==> src/hdl/swbc_pkg.sv <==
// ----------------------------------------------------------------------------
// swbc_pkg: shared types and constants of the speed-weighted bin condition
// Field widths, command and status codes, default parameter values.
// ----------------------------------------------------------------------------
package swbc_pkg;

	localparam int MAX_SAMPLES_DEF = 1024;
	localparam int SPEED_BITS_DEF  = 16;

	localparam int SPEED_W = 16;
	localparam int MIN_W   = 10;
	localparam int COND_W  = 16;
	localparam int NZ_W    = 11;
	localparam int CMD_W   = 2;
	localparam int STAT_W  = 2;

	localparam int S_TDATA_W = 16;
	localparam int M_TDATA_W = 64;
	localparam int M_TUSER_W = 8;
	localparam int M_TDATA_PAD = M_TDATA_W - (3 * COND_W + NZ_W);
	localparam int M_TUSER_PAD = M_TUSER_W - (STAT_W + 1);

	localparam logic [MIN_W-1:0] MIN_SAMPLES_RST = MIN_W'(2);

	localparam logic [CMD_W-1:0] CMD_ADD   = 2'd0;
	localparam logic [CMD_W-1:0] CMD_CLOSE = 2'd1;
	localparam logic [CMD_W-1:0] CMD_CLEAR = 2'd2;

	localparam logic [STAT_W-1:0] STAT_EST  = 2'd0;
	localparam logic [STAT_W-1:0] STAT_ZERO = 2'd1;
	localparam logic [STAT_W-1:0] STAT_FEW  = 2'd2;

	typedef struct packed {
		logic busy;
		logic done;
	} div_stat_t;

endpackage

==> src/hdl/swbc_div.sv <==
// ----------------------------------------------------------------------------
// swbc_div: iterative restoring divider
// One quotient bit per cycle through a shared subtractor; the quotient is
// known to fit in Q_W bits, so the top of the dividend preloads the remainder.
// ----------------------------------------------------------------------------
module swbc_div
	import swbc_pkg::*;
#(
	parameter int DEN_W = 26,
	parameter int Q_W   = 16
) (
	input  logic                   clk,
	input  logic                   arst_n,
	input  logic                   start,
	input  logic [DEN_W+Q_W-1:0]   num,
	input  logic [DEN_W-1:0]       den,
	output logic [Q_W-1:0]         quot,
	output div_stat_t              stat
);

	localparam int CNT_W = $clog2(Q_W);

	logic [DEN_W-1:0] rem_q;
	logic [DEN_W-1:0] den_q;
	logic [Q_W-1:0]   lo_q;
	logic [CNT_W-1:0] cnt_q;
	logic             busy_q;
	logic             done_q;
	logic [DEN_W:0]   diff;
	logic             fits;

	assign diff = {rem_q, lo_q[Q_W-1]} - {1'b0, den_q};
	assign fits = ~diff[DEN_W];

	always_ff @(posedge clk or negedge arst_n) begin
		if (!arst_n) begin
			busy_q <= 1'b0;
			done_q <= 1'b0;
			cnt_q  <= '0;
		end else begin
			done_q <= 1'b0;
			if (start) begin
				busy_q <= 1'b1;
				cnt_q  <= CNT_W'(Q_W - 1);
			end else if (busy_q) begin
				if (cnt_q == '0) begin
					busy_q <= 1'b0;
					done_q <= 1'b1;
				end else begin
					cnt_q <= cnt_q - 1'b1;
				end
			end
		end
	end

	always_ff @(posedge clk) begin
		if (start) begin
			rem_q <= num[DEN_W+Q_W-1:Q_W];
			lo_q  <= num[Q_W-1:0];
			den_q <= den;
		end else if (busy_q) begin
			rem_q <= fits ? diff[DEN_W-1:0] : {rem_q[DEN_W-2:0], lo_q[Q_W-1]};
			lo_q  <= {lo_q[Q_W-2:0], fits};
		end
	end

	assign quot      = lo_q;
	assign stat.busy = busy_q;
	assign stat.done = done_q;

endmodule

==> src/hdl/speed_weighted_bin_condition_unit.sv <==
// ----------------------------------------------------------------------------
// speed_weighted_bin_condition_unit: contraharmonic mean per time bin
// Accumulates speed and squared speed per bin, divides at bin close and
// tracks the least and greatest valid result since the last clear.
// ----------------------------------------------------------------------------
// Sample transaction: accept with square, then accumulate.
// Clear or unused command: handled on acceptance; bin close without a divide: S_CLS, then S_FIN.
// Bin close with a divide: S_CLS, S_DIV and S_FIN to the result register, with
//   the one-bit-per-cycle divider in S_DIV; a sample with last passes S_ACC first.
// A waiting result does not block new samples, only the next close.
// arst_n clears accumulators, extremes and min_samples (to 2) at once.
module speed_weighted_bin_condition_unit
	import swbc_pkg::*;
#(
	parameter int MAX_SAMPLES = MAX_SAMPLES_DEF,
	parameter int SPEED_BITS  = SPEED_BITS_DEF
) (
	input  logic                  clk,
	input  logic                  arst_n,
	input  logic                  cfg_we,
	input  logic [MIN_W-1:0]      cfg_wdata,      // min_samples
	input  logic                  s_tvalid,
	output logic                  s_tready,
	input  logic [S_TDATA_W-1:0]  s_tdata,        // [15:0] speed
	input  logic [CMD_W-1:0]      s_tuser,        // [1:0] cmd
	input  logic                  s_tlast,
	output logic                  m_tvalid,
	input  logic                  m_tready,
	output logic [M_TDATA_W-1:0]  m_tdata,        // [15:0] condition, [26:16] nonzero_count,
	                                              // [42:27] lowest, [58:43] highest
	output logic [M_TUSER_W-1:0]  m_tuser         // [1:0] status, [2] extremes_valid
);

	localparam int SW    = (SPEED_BITS < SPEED_W) ? SPEED_BITS : SPEED_W;
	localparam int CW    = $clog2(MAX_SAMPLES + 1);
	localparam int SUM_W = SW + CW;
	localparam int SQ_W  = 2 * SW + CW;
	localparam int CMP_W = (CW > MIN_W) ? CW : MIN_W;

	localparam logic [2:0] S_IDLE = 3'd0;
	localparam logic [2:0] S_ACC  = 3'd1;
	localparam logic [2:0] S_CLS  = 3'd2;
	localparam logic [2:0] S_DIV  = 3'd3;
	localparam logic [2:0] S_FIN  = 3'd4;

	logic [2:0]        state_q;
	logic [MIN_W-1:0]  min_q;
	logic [SUM_W-1:0]  sum_q;
	logic [SQ_W-1:0]   sqsum_q;
	logic [CW-1:0]     tot_q;
	logic [CW-1:0]     mov_q;
	logic [COND_W-1:0] low_q;
	logic [COND_W-1:0] high_q;
	logic              mval_q;
	logic              mvalid_q;

	logic [SW-1:0]     spd_q;
	logic [2*SW-1:0]   sq_q;
	logic              last_q;
	logic [SW-1:0]     cond_q;
	logic [STAT_W-1:0] stat_q;
	logic [M_TDATA_W-1:0] odata_q;
	logic [M_TUSER_W-1:0] ouser_q;

	logic [SW-1:0]     spd_in;
	logic              accept;
	logic              fin_go;
	logic              few;
	logic              sum_zero;
	logic              div_start;
	logic              room;
	logic              res_ok;
	logic [COND_W-1:0] cond_w;
	logic [COND_W-1:0] low_nx;
	logic [COND_W-1:0] high_nx;
	logic [SW-1:0]     quot;
	div_stat_t         div_stat;

	assign spd_in    = s_tdata[SW-1:0];
	assign s_tready  = (state_q == S_IDLE) && !div_stat.busy;
	assign accept    = s_tvalid && s_tready;
	assign fin_go    = (state_q == S_FIN) && (!mvalid_q || m_tready);
	assign few       = !(CMP_W'(tot_q) > CMP_W'(min_q));
	assign sum_zero  = (sum_q == '0);
	assign div_start = (state_q == S_CLS) && !few && !sum_zero;
	assign room      = (tot_q < CW'(MAX_SAMPLES));
	assign res_ok    = (stat_q != STAT_FEW);
	assign cond_w    = COND_W'(cond_q);

	always_comb begin
		low_nx  = low_q;
		high_nx = high_q;
		if (res_ok) begin
			if (!mval_q) begin
				low_nx  = cond_w;
				high_nx = cond_w;
			end else begin
				if (cond_w < low_q)  low_nx  = cond_w;
				if (cond_w > high_q) high_nx = cond_w;
			end
		end
	end

	swbc_div #(
		.DEN_W (SUM_W),
		.Q_W   (SW)
	) u_div (
		.clk    (clk),
		.arst_n (arst_n),
		.start  (div_start),
		.num    (sqsum_q),
		.den    (sum_q),
		.quot   (quot),
		.stat   (div_stat)
	);

	always_ff @(posedge clk or negedge arst_n) begin
		if (!arst_n) begin
			state_q  <= S_IDLE;
			min_q    <= MIN_SAMPLES_RST;
			sum_q    <= '0;
			sqsum_q  <= '0;
			tot_q    <= '0;
			mov_q    <= '0;
			low_q    <= '0;
			high_q   <= '0;
			mval_q   <= 1'b0;
			mvalid_q <= 1'b0;
		end else begin
			if (cfg_we) min_q <= cfg_wdata;
			if (fin_go) mvalid_q <= 1'b1;
			else if (m_tready) mvalid_q <= 1'b0;
			case (state_q)
				S_IDLE: begin
					if (accept) begin
						case (s_tuser)
							CMD_ADD:   state_q <= S_ACC;
							CMD_CLOSE: state_q <= S_CLS;
							CMD_CLEAR: begin
								low_q  <= '0;
								high_q <= '0;
								mval_q <= 1'b0;
							end
							default: state_q <= S_IDLE;
						endcase
					end
				end
				S_ACC: begin
					if (room) begin
						sum_q   <= sum_q + SUM_W'(spd_q);
						sqsum_q <= sqsum_q + SQ_W'(sq_q);
						tot_q   <= tot_q + 1'b1;
						if (spd_q != '0) mov_q <= mov_q + 1'b1;
					end
					state_q <= last_q ? S_CLS : S_IDLE;
				end
				S_CLS: state_q <= div_start ? S_DIV : S_FIN;
				S_DIV: if (div_stat.done) state_q <= S_FIN;
				S_FIN: begin
					if (fin_go) begin
						low_q    <= low_nx;
						high_q   <= high_nx;
						mval_q   <= mval_q | res_ok;
						sum_q    <= '0;
						sqsum_q  <= '0;
						tot_q    <= '0;
						mov_q    <= '0;
						state_q  <= S_IDLE;
					end
				end
				default: state_q <= S_IDLE;
			endcase
		end
	end

	always_ff @(posedge clk) begin
		if (accept) begin
			spd_q  <= spd_in;
			sq_q   <= spd_in * spd_in;
			last_q <= s_tlast;
		end
		if (state_q == S_CLS) begin
			cond_q <= '0;
			stat_q <= few ? STAT_FEW : (sum_zero ? STAT_ZERO : STAT_EST);
		end
		if ((state_q == S_DIV) && div_stat.done) cond_q <= quot;
		if (fin_go) begin
			odata_q <= {{M_TDATA_PAD{1'b0}}, high_nx, low_nx, NZ_W'(mov_q), cond_w};
			ouser_q <= {{M_TUSER_PAD{1'b0}}, mval_q | res_ok, stat_q};
		end
	end

	assign m_tvalid = mvalid_q;
	assign m_tdata  = odata_q;
	assign m_tuser  = ouser_q;

endmodule

==> config.mk <==
export PLATFORM = sky130hd
export DESIGN_NAME = speed_weighted_bin_condition_unit
export DESIGN_NICKNAME = d
export VERILOG_FILES = /design/src/hdl/swbc_pkg.sv /design/src/hdl/swbc_div.sv /design/src/hdl/speed_weighted_bin_condition_unit.sv
export SDC_FILE = /design/constraint.sdc
export NUM_CORES = 1
export LEC_CHECK = 0
export BUFFER_PORTS_ARGS = -buffer_cell sky130_fd_sc_hd__clkbuf_2
export CORE_MARGIN = 2
export CORE_UTILIZATION = 45
export DETAILED_ROUTE_END_ITERATION = 6
export GPL_TIMING_DRIVEN = 0
export PLACE_DENSITY_LB_ADDON = 0.1
export SYNTH_ARGS = -nofsm -noshare
export SYNTH_HDL_FRONTEND = slang
export SYNTH_HIERARCHICAL = 1
export SYNTH_SLANG_ARGS = --single-unit
==> constraint.sdc <==
create_clock -name clk -period 4.9 [get_ports clk]
set_clock_uncertainty 0.05 [all_clocks]
set_input_delay 1.47 -clock clk [delete_from_list [all_inputs] [get_ports clk]]
set_output_delay 1.47 -clock clk [all_outputs]
set_load 0.01 [all_outputs]
=== Word level (Yosys, flattened, before mapping) ===
Index checks and enable logic that the tools add are counted.

* Bits in writable memories: 0
* Logic and storage cells: 130
* Output and inout bits: 74
* Memories kept: 0
* Bits in registers: 344
* Input bits: 34
* Bits in read-only memories: 0
* Latch bits: 0

* Bitwise logic cells: 2
* Shift-type cells: 0
* Reduce and logical (&&, ||, !) cells: 25
* Multiply operators: 1
* $add $sub $neg: 6
* $lt $le $gt $ge: 4
* Mux-type cells: 54
* Div/mod/pow operators: 0
* Equality and inequality tests: 15

{| class="wikitable"
|+ Operators by type and width
! cell !! number
|-
| $mux 16 || 14
|-
| $mux 27 || 5
|-
| $mux 43 || 2
|-
| $pmux 43 s2 || 1
|-
| $pmux 16 s2 || 2
|-
| $pmux 27 s2 || 1
|-
| $mux 11 || 4
|-
| $pmux 11 s2 || 2
|-
| $add 43x32->43 || 1
|-
| $mul 16x16->32 || 1
|-
| $sub 28x27->28 || 1
|-
| $add 27x16->27 || 1
|-
| $logic_not 27->1 || 1
|-
| $add 11x1->11 const B || 2
|-
| $gt 16x16->1 || 1
|-
| $lt 16x16->1 || 1
|-
| $reduce_bool 16->1 || 1
|-
| $pmux 3 s5 || 1
|-
| $ne 2x2->1 const B || 7
|-
| $mux 1 || 12
|-
| $mux 3 || 4
|-
| $mux 4 || 3
|-
| $reduce_and 4->1 || 3
|-
| $gt 11x10->1 || 1
|-
| other kinds (22) || 35
|}

=== Logic depth before layout (Yosys ltp) ===
* Word-level depth: 6
* Mapped depth: 24
* Gate-level depth less buffers: 23

=== By module ===
Netlist, hierarchy kept.

{| class="wikitable"
|+ By module, submodules not included
! module !! instances !! cells an instance !! area each (µm²) !! seq. area each (µm²)
|-
| speed_weighted_bin_condition_unit || 1 || 2219 || 21659.5 || 7293.2
|-
| swbc_div || 1 || 430 || 4673.2 || 2252.2
|}

=== Least setup slack after synthesis ===
OpenSTA, ideal clock, no wires.

* Path type: input port to flip-flop
* Start: in s_tdata[4]
* End: reg sq_q[30] (data pin)
* Setup time: 0.264 ns
* Required time: 4.586 ns
* Stages: 22
* Arrival: 7.166 ns
* Buffers on the path: 3
* Setup slack: -2.580 ns
* Path through: clkbuf_1 -> clkbuf_1 -> nand2_1 -> fa_1 -> inv_1 -> fa_1 -> fa_1 -> fa_1 -> fa_1 -> inv_1 -> fa_1 -> inv_1 -> ha_1 -> clkbuf_1 -> a21o_1 -> a21o_1 -> a21oi_1 -> o21ai_0 -> a221oi_1 -> o21ai_0 -> a221oi_1 -> xnor2_1

* Longest elaborated chain between the ends: 1

{| class="wikitable"
|+ RTL lines
! what !! RTL line !! source
|-
| start, declared || speed_weighted_bin_condition_unit.sv:24 || <nowiki>input logic [S_TDATA_W-1:0] s_tdata,</nowiki>
|-
| $mul 16x16->32 || speed_weighted_bin_condition_unit.sv:179 || <nowiki>sq_q <= spd_in * spd_in;</nowiki>
|-
| end signal, assigned || speed_weighted_bin_condition_unit.sv:179 ||
|-
| end, declared || speed_weighted_bin_condition_unit.sv:58 || <nowiki>logic [2*SW-1:0] sq_q;</nowiki>
|}

Every way passes these cells.
A chain may end at the register's enable or synchronous reset.

=== Final worst setup path ===
Ends and elaborated chain as after synthesis.

==> flow_summary.yaml <==
run_status:
  outcome: "finished with violations"
  violations: "negative setup slack"
yosys:
  synth_edf_count: 197
  synthCells: 2649
  synth-async-reset-ratio_pct: 42.4
  ys_seq_area_share_pct: 36.2
  yosysWarnings: 6
  yosysUniqueCellTypes: 87
  avgSynthCellArea_sq_um: 9.94
  syn_area_sq_um: 26300
  yosys_register_bits: 342
  ys.flop_type: "edfxtp_1"
pwr:
  intPower_uw: 13300
  seq_power_share_pct: 19.6
  clkPwrFrac_pct: 11.7
  power.leakage_uw: 0.0143
  powerDensity_nw_per_um2: 752
  netSwitchingPower_uw: 10300
  power_switching_share_pct: 43.6
  pwr-share-comb_pct: 68.7
  p_total_uw: 23600
  vdd_drop_max_uv: 848
drt:
  viasPerCell: 5.43
  wl_met3_mm: 2.43
  antenna_left: 0
  wl_met2_mm: 33.6
  drt-total-wl_mm: 67.6
  routed.top_layer: "met4"
  wire_per_inst_um: 18.4
  m1WireLength_mm: 29.7
  drtIter0Drc: 956
  first_pass_iters: 5
  drc: 0
  vias: 19986
finish:
  final.fill_count: 5061
  layout-drive-gt1-share_pct: 18.1
  nets: 3308
  final_core_util_pct: 54.4
  area_growth_pct: 19.4
sta:
  tns_ps: -30550
  max_slew.worst_pin.slew_ps: 1080
  fin_crit_ps: 6560
  finalCritPeriodShare_pct: 134
  relSlewSlack_pct: 27.8
  hold_violations: 0
  finalSetupViolations: 24
  rsz0062_at_grt: "yes"
  worst_slack_ps: -1660
  finalMaxSlewViolations: 0
  holdWs_ps: 437
  max_freq_mhz: 153
worst_setup_path:
  worst-path-max-fanout: 5
  crit_start: "s_tdata[4]"
  crit_arrival_ps: 6780
  r2r_start: "tot_q[6]$_DFFE_PN0P_"
  endpoint_kind: "flop"
  required_ps: 5130
  crit_slowest_cell: "fa_1"
  critPathMaxStageDelay_ps: 560
  worstPathCellList: "clkbuf_16, clkbuf_16, clkbuf_16, nand2_4, fa_1, inv_2, fa_1, fa_1, fa_1, fa_1, inv_2, fa_1, inv_2, ha_4, a21o_1, a21o_1, a21oi_4, o21ai_2, a221oi_2, o21ai_4, a221oi_2, xnor2_1"
  cp_common_cell: "fa_1"
  worstSetupPathType: "in2reg"
  worstSetupStartpointType: "input pin"
floorplan:
  die_height_um: 246
  initial_utilization_pct: 45.6
  rows: 88
  io_pins: 108
  die_x_um: 246
  dieArea_sq_um: 60500
  core_sq_um: 57800
global_routing:
  grt_pass1_wl_mm: 107
  grt_max_degree: 104
  grt_overflow: 0
  grtUsageTotal_pct: 22.2
  first_global_vias: 20355
  antenna_found_initial: 1
clock_network:
  clk_pin_slew_ps: 60
  holdBufCountCts: 0
  numCtsBuffers: 37
  clock_path_buffers: 3
  cts.sink_count: 342
  cts_tree: "yes"
  clockRootBuffer: "clkbuf_16"
  htreeDepth: 2
  insertion_delay_ps: 540
run:
  drv_cap: 0
place:
  pre_cts_slack_ps: -2710
  place_hpwl_mm: 50.8
  port_buffers: 96
  finalWeightedCongestion: 0.907
worst_hold_path:
  min-delay-start: "mov_q[10]$_DFFE_PN0P_"
  hp-class: "reg2reg"
-- worst max-delay path: cells and delay by family --
kind / cells / cell delay, ps
simple gates: 1 / 60
xor+xnor: 1 / 120
fa+ha+maj: 7 / 3290
buf+inv: 6 / 530
compound gates: 7 / 1310
-- cell usage in the layout (no fill, tap or decap), drive strengths merged, types with 50 or more instances in the layout --
cell type and n:
a21o 64, a21oi 133, and2 72, buf 130, clkbuf 230, dfrtp 144
edfxtp 197, fa 166, ha 222, inv 369, mux2i 55, nand2 248
nand4 56, nor2 109, o21ai 172, xnor2 73, xor2 50
-- through the flow --
| stage | cells | instance area [sq um] |
|---|---|---|
| after detailed placement | 3522 | 28500 |
| after global placement | 3519 | 28400 |
| final | 3681 | 31400 |
| after global routing | 3680 | 31400 |
| after CTS | 3648 | 30900 |
| after floorplan | 2658 | 26900 |
-- path summary, 6_finish.rpt --
kind	slack, ps	to	cells past startpoint
setup / recovery	-1660	sq_q[30]$_DFFE_PP_	22
hold / removal	440	m_tdata[26]$_DFFE_PP_	0
setup reg to reg	530	u_div/quot[15]$_DFFE_PP_	10
hold reg to reg	440	m_tdata[26]$_DFFE_PP_	0
max in group asynchronous	3090	high_q[15]$_DFFE_PN0P_	2
min in group asynchronous	810	tot_q[5]$_DFFE_PN0P_	1
-- flip-flops by register name, summed over array words and instances, names as in the netlist, 27 cells and up --
signal,count
sq_q,30
sum_q,27
sqsum_q,43
u_div/den_q,27
m_tdata,59
u_div/rem_q,27
-- repair_timing --
item | 4_1_cts | 5_1_grt
resized for setup | 156 | 82
hold endpoints to repair | 0 | 0
setup buffers | 58 | 36
cloned | 3 | 1
pin swaps | 86 | 99
endpoints found under the setup margin | 25 | 68
-- metal layers --
layer | GRT usage, % | vias to the layer above
met1 | 28.6 | 9826
li1 | - | 9600
met4 | 6.65 | 0
met3 | 2.25 | 101
met5 | 0 | -
met2 | 39.3 | 459
-- area by class of cell --
cell class / instances / area [sq um] / share of cell area (%)
Multi-Input combinational cell: 1827 / 15800 / 50.1
Sequential cell: 342 / 9550 / 30.4
Timing Repair Buffer: 196 / 1690 / 5.36
Inverter: 369 / 1400 / 4.44
Clock buffer: 51 / 1050 / 3.34
Tap cell: 765 / 957 / 3.04
Buffer: 113 / 887 / 2.82
Clock inverter: 17 / 151 / 0.482
Antenna cell: 1 / 2.50 / 0.00796
-- Yosys cell counts, drive strengths merged, types with 6 or more instances --
cell      n  area, sq um
a211oi   15          118
a21o     64          480
a21oi   133          669
a22o     27          236
a311oi    6         52.6
a31o      7         61.3
a31oi    28          175
and2     72          450
and3     11         73.8
buf      29          200
clkbuf   91          342
dfrtp   144         3600
edfxtp  197         5920
fa      166         3320
ha      222         2780
inv     369         1390
mux2     20          225
mux2i    55          551
nand2   248          931
nand2b   26          163
nand3    31          173
nand4    56          357
nor2    109          409
nor2b    19          119
nor3     21          110
nor3b     6         45.0
nor4     21          131
o211ai   17          128
o21a      8         60.1
o21ai   172          883
o21bai    9         67.6
o311ai   17          149
o31ai     6         45.0
or2       9         56.3
or3      29          181
xnor2    73          639
xor2     50          438
-- power groups by stage --
| stage | Sequential (uW) | Clock (uW) | Combinational [uW] |
|---|---|---|---|
| finish | 4630 | 2770 | 16200 |
| global route | 4710 | 2980 | 17900 |
| detailed placement | 4680 | 0 | 12600 |
| CTS | 4630 | 2860 | 14800 |
| global placement | 4680 | 0 | 12500 |
| floorplan | 4540 | 0 | 10000 |
-- logic make-up after synthesis --
group           count (synthesis)  share of synthesized area [%]
simple gates                  679                           12.9
compound gates                552                           13.4
buf+inv                       489                           7.32
fa+ha+maj                     388                           23.2
flops                         342                           36.2
xor+xnor                      123                           4.09
mux                            75                           2.95
other cells                     1                         0.0142
(Power assumes the default switching activity.)
